--- src/hw/rtl/clpt_pkg.sv ---
// shared types and constants of the calibrated pot level tracker
// used by clpt_ctrl, clpt_datapath and calibrated_pot_level_tracker

package clpt_pkg;

    localparam int SAMPLE_W      = 10;
    localparam int LEVEL_W       = 7;
    localparam int FULL_SCALE    = 1023;
    localparam int ARM_THRESHOLD = 511;
    localparam int DEADBAND      = 8;
    localparam int LEVEL_SHIFT   = 3;
    // quotient bits once the saturating case is split off
    localparam int DIV_STEPS     = 10;
    localparam int CNT_W         = 4;
    localparam int NUM_W         = SAMPLE_W + DIV_STEPS;

    localparam logic OP_CONVERT   = 1'b0;
    localparam logic OP_CALIBRATE = 1'b1;

    typedef enum logic [2:0] {
        ST_IDLE,
        ST_LEARN,
        ST_PREP,
        ST_DIV,
        ST_EMIT
    } state_t;

    typedef struct packed {
        logic capture;   // latch the incoming request
        logic learn;     // widen the calibration range
        logic prep;      // form numerator and divisor
        logic div_step;  // one restoring division step
        logic emit;      // write the result register
        logic is_cal;    // result of a calibrate request
    } cmd_t;

    typedef struct packed {
        logic op_cal;    // captured request is a calibrate sample
        logic div_last;  // final division step this cycle
        logic out_free;  // result register can take a new value
    } status_t;

endpackage

--- src/hw/rtl/calibrated_pot_level_tracker.sv ---
// top level of the calibrated pot level tracker (range map with deadband)
// depends on clpt_pkg, clpt_ctrl and clpt_datapath
//
//   channel   dir   handshake           payload
//   s_        in    s_tvalid/s_tready   s_tuser = op, s_tdata = sample
//   m_        out   m_tvalid/m_tready   m_tdata = changed, level
//
// a convert request passes from accept to result register through capture,
// a learn/decode state, a prep state, ten restoring divider steps and emit;
// a calibrate request passes through capture, learn and emit.
// synchronous active-low reset sets range 0..1023 and clears the armed flag,
// the last reported value and the result valid; no clearing pass is needed.
// a stalled result holds in the output register; the next request is taken
// while it waits, and only its emit step waits for the register to free up.

module calibrated_pot_level_tracker (
    input  logic        aclk,
    input  logic        aresetn,
    input  logic        s_tvalid,
    output logic        s_tready,
    input  logic [15:0] s_tdata,   // [9:0] sample, [15:10] zero
    input  logic        s_tuser,   // [0] op (0 convert, 1 calibrate)
    output logic        m_tvalid,
    input  logic        m_tready,
    output logic [7:0]  m_tdata    // [0] changed, [7:1] level
);

    clpt_pkg::cmd_t    cmd;
    clpt_pkg::status_t status;

    logic                          out_changed;
    logic [clpt_pkg::LEVEL_W-1:0]  out_level;

    // sequencer: decides which datapath step runs each cycle
    clpt_ctrl u_ctrl (
        .aclk     (aclk),
        .aresetn  (aresetn),
        .s_tvalid (s_tvalid),
        .s_tready (s_tready),
        .status   (status),
        .cmd      (cmd)
    );

    // range state, divider, deadband check and result register
    clpt_datapath u_datapath (
        .aclk        (aclk),
        .aresetn     (aresetn),
        .cmd         (cmd),
        .status      (status),
        .in_op       (s_tuser),
        .in_sample   (s_tdata[clpt_pkg::SAMPLE_W-1:0]),
        .m_tready    (m_tready),
        .m_tvalid    (m_tvalid),
        .out_changed (out_changed),
        .out_level   (out_level)
    );

    // pack result fields, changed in the lowest bit
    assign m_tdata = {out_level, out_changed};

endmodule

--- src/hw/rtl/clpt_ctrl.sv ---
// controller state machine of the pot level tracker
// depends on clpt_pkg; drives clpt_datapath through cmd_t

module clpt_ctrl (
    input  logic              aclk,
    input  logic              aresetn,
    input  logic              s_tvalid,
    output logic              s_tready,
    input  clpt_pkg::status_t status,
    output clpt_pkg::cmd_t    cmd
);

    clpt_pkg::state_t state_reg, state_next;

    always_ff @(posedge aclk) begin
        if (!aresetn) begin
            state_reg <= clpt_pkg::ST_IDLE;
        end else begin
            state_reg <= state_next;
        end
    end

    always_comb begin
        state_next = state_reg;
        unique case (state_reg)
            clpt_pkg::ST_IDLE: begin
                if (s_tvalid) begin
                    state_next = clpt_pkg::ST_LEARN;
                end
            end
            clpt_pkg::ST_LEARN: begin
                // learn state only acts for calibrate requests
                if (status.op_cal) begin
                    state_next = clpt_pkg::ST_EMIT;
                end else begin
                    state_next = clpt_pkg::ST_PREP;
                end
            end
            clpt_pkg::ST_PREP: begin
                state_next = clpt_pkg::ST_DIV;
            end
            clpt_pkg::ST_DIV: begin
                if (status.div_last) begin
                    state_next = clpt_pkg::ST_EMIT;
                end
            end
            clpt_pkg::ST_EMIT: begin
                if (status.out_free) begin
                    state_next = clpt_pkg::ST_IDLE;
                end
            end
            default: begin
                state_next = clpt_pkg::ST_IDLE;
            end
        endcase
    end

    always_comb begin
        cmd      = '0;
        s_tready = 1'b0;
        unique case (state_reg)
            clpt_pkg::ST_IDLE: begin
                s_tready    = 1'b1;
                cmd.capture = s_tvalid;
            end
            clpt_pkg::ST_LEARN: begin
                cmd.learn = status.op_cal;
            end
            clpt_pkg::ST_PREP: begin
                cmd.prep = 1'b1;
            end
            clpt_pkg::ST_DIV: begin
                cmd.div_step = 1'b1;
            end
            clpt_pkg::ST_EMIT: begin
                cmd.emit   = status.out_free;
                cmd.is_cal = status.op_cal;
            end
            default: begin
                cmd = '0;
            end
        endcase
    end

endmodule

--- src/hw/rtl/clpt_datapath.sv ---
// datapath of the pot level tracker: range, divider, deadband, result register
// depends on clpt_pkg; commanded by clpt_ctrl

module clpt_datapath (
    input  logic                       aclk,
    input  logic                       aresetn,
    input  clpt_pkg::cmd_t             cmd,
    output clpt_pkg::status_t          status,
    input  logic                       in_op,
    input  logic [clpt_pkg::SAMPLE_W-1:0] in_sample,
    input  logic                       m_tready,
    output logic                       m_tvalid,
    output logic                       out_changed,
    output logic [clpt_pkg::LEVEL_W-1:0] out_level
);

    localparam int SW = clpt_pkg::SAMPLE_W;
    localparam int NW = clpt_pkg::NUM_W;

    logic          op_reg;
    logic [SW-1:0] sample_reg;
    logic          armed_reg, armed_next;
    logic [SW-1:0] low_reg, low_next;
    logic [SW-1:0] high_reg, high_next;
    logic [SW-1:0] last_reg;
    logic [NW-1:0] rem_reg;
    logic [SW-1:0] den_reg;
    logic [SW-1:0] quo_reg;
    logic [clpt_pkg::CNT_W-1:0] cnt_reg;
    logic          sat_reg;
    logic          neg_reg;
    logic          valid_reg;
    logic          changed_reg;
    logic [clpt_pkg::LEVEL_W-1:0] level_reg;

    // learn
    logic [SW-1:0] thr;
    assign thr = SW'(clpt_pkg::ARM_THRESHOLD);

    always_comb begin
        armed_next = armed_reg;
        low_next   = low_reg;
        high_next  = high_reg;
        if (!armed_reg && sample_reg > thr) begin
            armed_next = 1'b1;
            high_next  = sample_reg;
            low_next   = thr;
        end
        if (armed_next) begin
            if (sample_reg > high_next) begin
                high_next = sample_reg;
            end else if (sample_reg < low_next) begin
                low_next = sample_reg;
            end
        end
    end

    // numerator (s - low) * 1023 as (d << 10) - d, divisor high - low
    logic [SW:0]   diff_in;
    logic [NW-1:0] num;
    logic [SW-1:0] den;
    logic          sat;

    assign diff_in = {1'b0, sample_reg} - {1'b0, low_reg};
    assign num     = {diff_in[SW-1:0], {clpt_pkg::DIV_STEPS{1'b0}}}
                   - {{clpt_pkg::DIV_STEPS{1'b0}}, diff_in[SW-1:0]};
    assign den     = (high_reg > low_reg) ? (high_reg - low_reg) : SW'(1);
    // quotient would be 1024 or more: clamp without dividing
    assign sat     = num >= {den, {clpt_pkg::DIV_STEPS{1'b0}}};

    // restoring division step
    logic [NW-1:0] trial;
    logic          ge;
    assign trial = {{clpt_pkg::DIV_STEPS{1'b0}}, den_reg} << cnt_reg;
    assign ge    = rem_reg >= trial;

    // clamp and deadband
    logic [SW-1:0]        v;
    logic signed [SW:0]   gap;
    logic                 report;

    always_comb begin
        if (neg_reg) begin
            v = '0;
        end else if (sat_reg) begin
            v = SW'(clpt_pkg::FULL_SCALE);
        end else begin
            v = quo_reg;
        end
    end

    assign gap    = $signed({1'b0, last_reg}) - $signed({1'b0, v});
    assign report = (gap >= $signed((SW+1)'(clpt_pkg::DEADBAND)))
                 || (gap <= -$signed((SW+1)'(clpt_pkg::DEADBAND)));

    always_ff @(posedge aclk) begin
        if (!aresetn) begin
            armed_reg <= 1'b0;
            low_reg   <= '0;
            high_reg  <= SW'(clpt_pkg::FULL_SCALE);
            last_reg  <= '0;
            valid_reg <= 1'b0;
        end else begin
            if (cmd.learn) begin
                armed_reg <= armed_next;
                low_reg   <= low_next;
                high_reg  <= high_next;
            end
            if (cmd.emit) begin
                valid_reg <= 1'b1;
                if (!cmd.is_cal && report) begin
                    last_reg <= (v >> clpt_pkg::LEVEL_SHIFT) << clpt_pkg::LEVEL_SHIFT;
                end
            end else if (m_tready) begin
                valid_reg <= 1'b0;
            end
        end
    end

    always_ff @(posedge aclk) begin
        if (cmd.capture) begin
            op_reg     <= in_op;
            sample_reg <= in_sample;
        end
        if (cmd.prep) begin
            rem_reg <= num;
            den_reg <= den;
            sat_reg <= sat;
            neg_reg <= diff_in[SW];
            quo_reg <= '0;
            cnt_reg <= clpt_pkg::CNT_W'(clpt_pkg::DIV_STEPS - 1);
        end else if (cmd.div_step) begin
            if (ge) begin
                rem_reg <= rem_reg - trial;
            end
            quo_reg <= {quo_reg[SW-2:0], ge};
            cnt_reg <= cnt_reg - 1'b1;
        end
        if (cmd.emit) begin
            if (!cmd.is_cal && report) begin
                changed_reg <= 1'b1;
                level_reg   <= v[SW-1:clpt_pkg::LEVEL_SHIFT];
            end else begin
                changed_reg <= 1'b0;
                level_reg   <= '0;
            end
        end
    end

    assign status.op_cal   = (op_reg == clpt_pkg::OP_CALIBRATE);
    assign status.div_last = (cnt_reg == '0);
    assign status.out_free = !valid_reg || m_tready;

    assign m_tvalid    = valid_reg;
    assign out_changed = changed_reg;
    assign out_level   = level_reg;

endmodule
--- config.mk ---
export PLATFORM = sky130hd
export DESIGN_NAME = calibrated_pot_level_tracker
export DESIGN_NICKNAME = d
export VERILOG_FILES = /design/src/hw/rtl/clpt_pkg.sv /design/src/hw/rtl/calibrated_pot_level_tracker.sv /design/src/hw/rtl/clpt_ctrl.sv /design/src/hw/rtl/clpt_datapath.sv
export SDC_FILE = /design/constraint.sdc
export NUM_CORES = 1
export LEC_CHECK = 0
export ABC_AREA = 1
export BUFFER_PORTS_ARGS = -buffer_cell sky130_fd_sc_hd__buf_2
export CAP_MARGIN = 20
export CORE_UTILIZATION = 56
export DETAILED_ROUTE_END_ITERATION = 8
export GPL_ROUTABILITY_DRIVEN = 0
export PLACE_DENSITY_LB_ADDON = 0.25
export SYNTH_ARGS = -nofsm -noshare
export SYNTH_HDL_FRONTEND = slang
export SYNTH_SLANG_ARGS = --single-unit
--- constraint.sdc ---
create_clock -name aclk -period 5.26 [get_ports aclk]
set_clock_uncertainty 0.2 [all_clocks]
set_input_delay 1.052 -clock aclk [delete_from_list [all_inputs] [get_ports aclk]]
set_output_delay 1.052 -clock aclk [all_outputs]
set_load 0.03 [all_outputs]
# After elaboration in Yosys (flattened, before gate mapping)
# Index checks and enable logic that the tools add are counted.
# totals
output_inout_bits	10
in_bits	21
reg_bits	97
elab_cells	81
# classes
reduce_logical	15
n_eq_ne	7
n_addsub	6
order_cmp	8
shift	1
muxes	28
# op_table
op	n
$mux W10	10
$mux W20	3
$ge A20 B20 Y1	2
$sub A10 B10 Y11	2
$gt A10 B10 Y1	2
$shl A10 B4 Y20	1
$sub A20 B10 Y20	1
$sub A20 B20 Y20	1
$pmux W3 S5	1
$mux W3	4
$ge A11 B5 Y1 const B	1
$le A11 B4 Y1 const B	1
$gt A10 B9 Y1 const B	1
$lt A10 B10 Y1	1
$sub A10 B10 Y10	1
$mux W1	9
$eq A3 B2 Y1 const B	2
$reduce_bool A2 Y1	3
$logic_not A4 Y1	1
$ne A2 B2 Y1 const B	2
$reduce_and A2 Y1	2
$sub A4 B1 Y4 const B	1
$eq A3 B1 Y1 const B	1
$eq A3 B3 Y1 const B	1
7 further kinds	11

# Longest topological paths before layout
# depth
depth_word	7
depth_mapped	28
depth_no_buf	28

# Hierarchy
# Synthesis repeated with hierarchy kept, for this count alone.
# hier_totals
cells_unflattened	1169
area_unflattened_um2	8142.8
# modules_own_cells
module	cells_per_inst	area_each_um2	n_inst
clpt_datapath	1131	7910.1	1
clpt_ctrl	37	225.2	1
calibrated_pot_level_tracker	1	7.5	1

# Least setup slack after synthesis
# Ideal clock, no wire load.
# synth_path
path_type	reg-to-reg
from	register u_datapath.sample_reg[0]
to	register u_datapath.sat_reg, data pin
arrival_time_ns	3.628
slack_ns	1.302
setup_time_ns	0.130
n_path_buf	0
stages_incl_launch_ff	29
cell_sequence	edfxtp_1 inv_1 ha_1 inv_1 fa_1 inv_1 ha_1 inv_1 nor2_1 nand2_2 nor2_2 nand2_2 nor2_4 nand2_1 nand2_1 nand2_1 and2_1 ha_1 nand4_1 or2_2 nor2_1 nand4_1 nor2_1 nand2_1 nor2_1 nand2_1 nor2_1 nand3_1 nand2_1
# synth_between
elab_chain_cells	3
# synth_lines
item	line_no	rtl
from (decl)	clpt_datapath.sv:21	logic [SW-1:0] sample_reg;
from (signal assigned)	clpt_datapath.sv:123	sample_reg <= in_sample;
$sub A10 B10 Y11	clpt_datapath.sv:64	assign diff_in = {1'b0, sample_reg} - {1'b0, low_reg};
$sub A20 B10 Y20	clpt_datapath.sv:66	- {{clpt_pkg::DIV_STEPS{1'b0}}, diff_in[SW-1:0]};
$ge A20 B20 Y1	clpt_datapath.sv:69	assign sat = num >= {den, {clpt_pkg::DIV_STEPS{1'b0}}};
net u_datapath.sat	clpt_datapath.sv:62	logic sat;
to (signal assigned)	clpt_datapath.sv:128	sat_reg <= sat;
to (decl)	clpt_datapath.sv:30	logic sat_reg;
# The timed path passes the listed nets, and every way through them passes these cells.
# A chain may end at the register's enable or synchronous reset.

# Worst setup path after layout
# Ends and elaborated chain as after synthesis.

==> impl_metrics.toml <==
[synthesis]
yosysTopAreaCell = "edfxtp_1"
synth.avg_cell_area_sq_um = 6.901
synth-async-reset-ratio = 0
synth-warning-count = 0
syn-num-nets = 1313
yosys.area.top_type_share = 0.1836
seq_area_frac_synth = 0.2939
synth_seq_cells = 97
synth_cell_types = 52
synth_edf_count = 51
synth.area.top_cells = "edfxtp_1 18%, nand2_1 13%, ha_1 12%"
yosys_most_used_dff = "edfxtp_1"
syn-cell-area_sq_um = 8343
netlist_instances = 1209

[detailed_routing]
drcViolationCount = 0
dr.pass1.iters = 5
antenna_left = 0
detail_route.wirelength_um = 20740
drt_iter0_drc = 715
routed_via_density = 5.629
detail_route.wl_per_cell_um = 14.67
vias = 7960

[setup_path]
max_stage_delay_ps = 500
critical_path_class = "flop to flop"
r2r_slack_ps = 710
slowest_stage = "fa_1"
worst-r2r-cell-count = 28
r2r-end = "u_datapath.sat_reg$_DFFE_PP_"
critPathCapture = "u_datapath.sat_reg$_DFFE_PP_"
critPathRequiredTime_ps = 5280
startpoint = "u_datapath.sample_reg[0]$_DFFE_PP_"
critPathTopFamily = "simple AND/OR/NAND/NOR gates"
path_buf_inv = 4
path_max_fanout = 4
crit-reg2reg-launch = "u_datapath.sample_reg[0]$_DFFE_PP_"
endpoint_kind = "flop"
timing.critical_path.mode_cell = "nand2_1"
worstPathArrival_ps = 4570
worstSetupPathDepth = 28
worstSetupStartpointType = "flop"

[floorplanning]
fp.coreArea_sq_um = 14530
num_rows = 44
fp.dieH_um = 124.1
dieArea_sq_um = 15390
io_pins = 31
initial_core_util = 0.5740
die_x_um = 124.1

[placement]
dp.cells = 1398
dp_slack_ps = 757.5
dp_hpwl_um = 16040
placed_area_sq_um = 8641
port-buffer-count = 24

[clock_tree]
clockBufferDepth = 2
clk_pin_slew_ps = 80
cts_made_buffers = 9
tritoncts = "done"
ctsHoldBuffers = 0
htreeDepth = 3
cts_resized = 0
cts_sinks = 97
root_buffer = "clkbuf_16"
worst_skew_pair.late_latency_ps = 370
cts_setup_buffers = 0

[timing]
period_needed_ps = 4547
setup_slack_ps = 712.8
worst_pin_slew_ps = 969.8
fmax_mhz = 219.9
finalSetupViolations = 0
drv_slew = 0
fin_crit_sh = 0.8645
relSlewSlack = 0.3528
finalSetupTns_ps = 0
timing.hold.ws_ps = 274.1
grt_setup_unrepaired = "false"
finalHoldViolations = 0

[grt]
grt_remaining_overflow = 0
antenna_found_initial = 0
grt_first_pass_wirelength_um = 33810
grtUsageTotal = 0.2818
first_global_vias = 7063
grt_max_degree = 37

[power]
clockPowerShare = 0.152
swShare = 0.4851
internal_power_mw = 2.336
finalPower_mw = 4.536
leakagePower_nw = 4.144
ir_drop_v = 0.0002576
pwr-share-seq = 0.252
powerDensity_nw_per_um2 = 506.9
power_switching_mw = 2.200
comb_power_share = 0.597

[cells_and_area]
largest_reg_flops = 20
final_util = 0.6157
layout_commonest_cell = "nand2_1"
syn_to_final_growth_pct = 7.259
final_cell_mix = "290 x nand2_1, 154 x inv_1, 123 x nor2_1"
instances_no_fill = 1414
design_area_sq_um = 8949
antennaDiodeCount = 0
fin_nets = 1329
drive_gt1_frac = 0.07967

[run]
maxCapViolations = 0

[hold_path]
hold_path.class = "flop to flop"

[outcome]
status = "finished clean"
[worst min-delay path, stage by stage, from the launching register on]
cell	delay (ps)
dfxtp_1	320
nand2_1	60
a21oi_1	60
[power groups by stage]
stage	Clock [mW]	Combinational, mW	Sequential, mW
after floorplan	0	2.11	1.10
after global placement	0	2.58	1.15
after detailed placement	0	2.64	1.15
after CTS	0.695	2.66	1.14
after global routing	0.719	3.05	1.16
final	0.687	2.71	1.14
[Yosys cell counts, types with 4 or more instances]
master,instances
clkinv_1,4
o21ai_0,103
and2_1,5
edfxtp_1,51
a31oi_1,6
xor2_2,4
ha_1,80
or2_2,11
a22oi_1,5
nor2_1,124
nand3b_1,5
o211ai_1,4
dfxtp_1,46
a211oi_1,4
nand2_2,10
nor2_2,6
nor4_1,4
inv_1,154
nand2_1,290
nand4_1,26
o21ai_1,11
nor3_1,17
nand3_2,4
clkbuf_1,21
xnor2_1,5
xor2_1,8
nand3_1,64
a21oi_1,92
[routing by layer]
| metal | vias to the layer above | part of all wire | GRT usage |
|---|---|---|---|
| met5 | - | 0 | 0 |
| li1 | 4077 | - | - |
| met2 | 219 | 0.46 | 0.4624 |
| met1 | 3633 | 0.46 | 0.3825 |
| met4 | 0 | 0.019 | 0.09673 |
| met3 | 31 | 0.057 | 0.03297 |
[area by class of cell]
| cell class | instances | area, sq um |
|---|---|---|
| inverter | 161 | 604.3 |
| tap | 184 | 230.2 |
| multi-input combinational | 926 | 5189 |
| sequential | 97 | 2452 |
| clock buffer | 11 | 254.0 |
| clock inverter | 5 | 53.80 |
| timing repair buffer | 30 | 165.2 |
| fill | 1373 | 5585 |
[logic make-up after synthesis]
kind of cell | synth area share
mux | 0.003599
buf+inv | 0.08443
simple gates | 0.3056
fa+ha+maj | 0.1272
xor+xnor | 0.02145
flops | 0.2939
compound gates | 0.1638
[worst min-delay path by stage]
stage                                             from                            endpoint  slack (ps)  cells past startpoint
finish              u_datapath.low_reg[9]$_SDFFE_PN0P_  u_datapath.low_reg[9]$_SDFFE_PN0P_         270                      2
CTS                 u_datapath.low_reg[9]$_SDFFE_PN0P_  u_datapath.low_reg[9]$_SDFFE_PN0P_         280                      2
global placement    u_datapath.low_reg[9]$_SDFFE_PN0P_  u_datapath.low_reg[9]$_SDFFE_PN0P_         250                      2
detailed placement  u_datapath.low_reg[9]$_SDFFE_PN0P_  u_datapath.low_reg[9]$_SDFFE_PN0P_         270                      2
floorplan           u_datapath.low_reg[9]$_SDFFE_PN0P_  u_datapath.low_reg[9]$_SDFFE_PN0P_         250                      2
global route        u_datapath.low_reg[9]$_SDFFE_PN0P_  u_datapath.low_reg[9]$_SDFFE_PN0P_         300                      2
(Power assumes the default switching activity.)
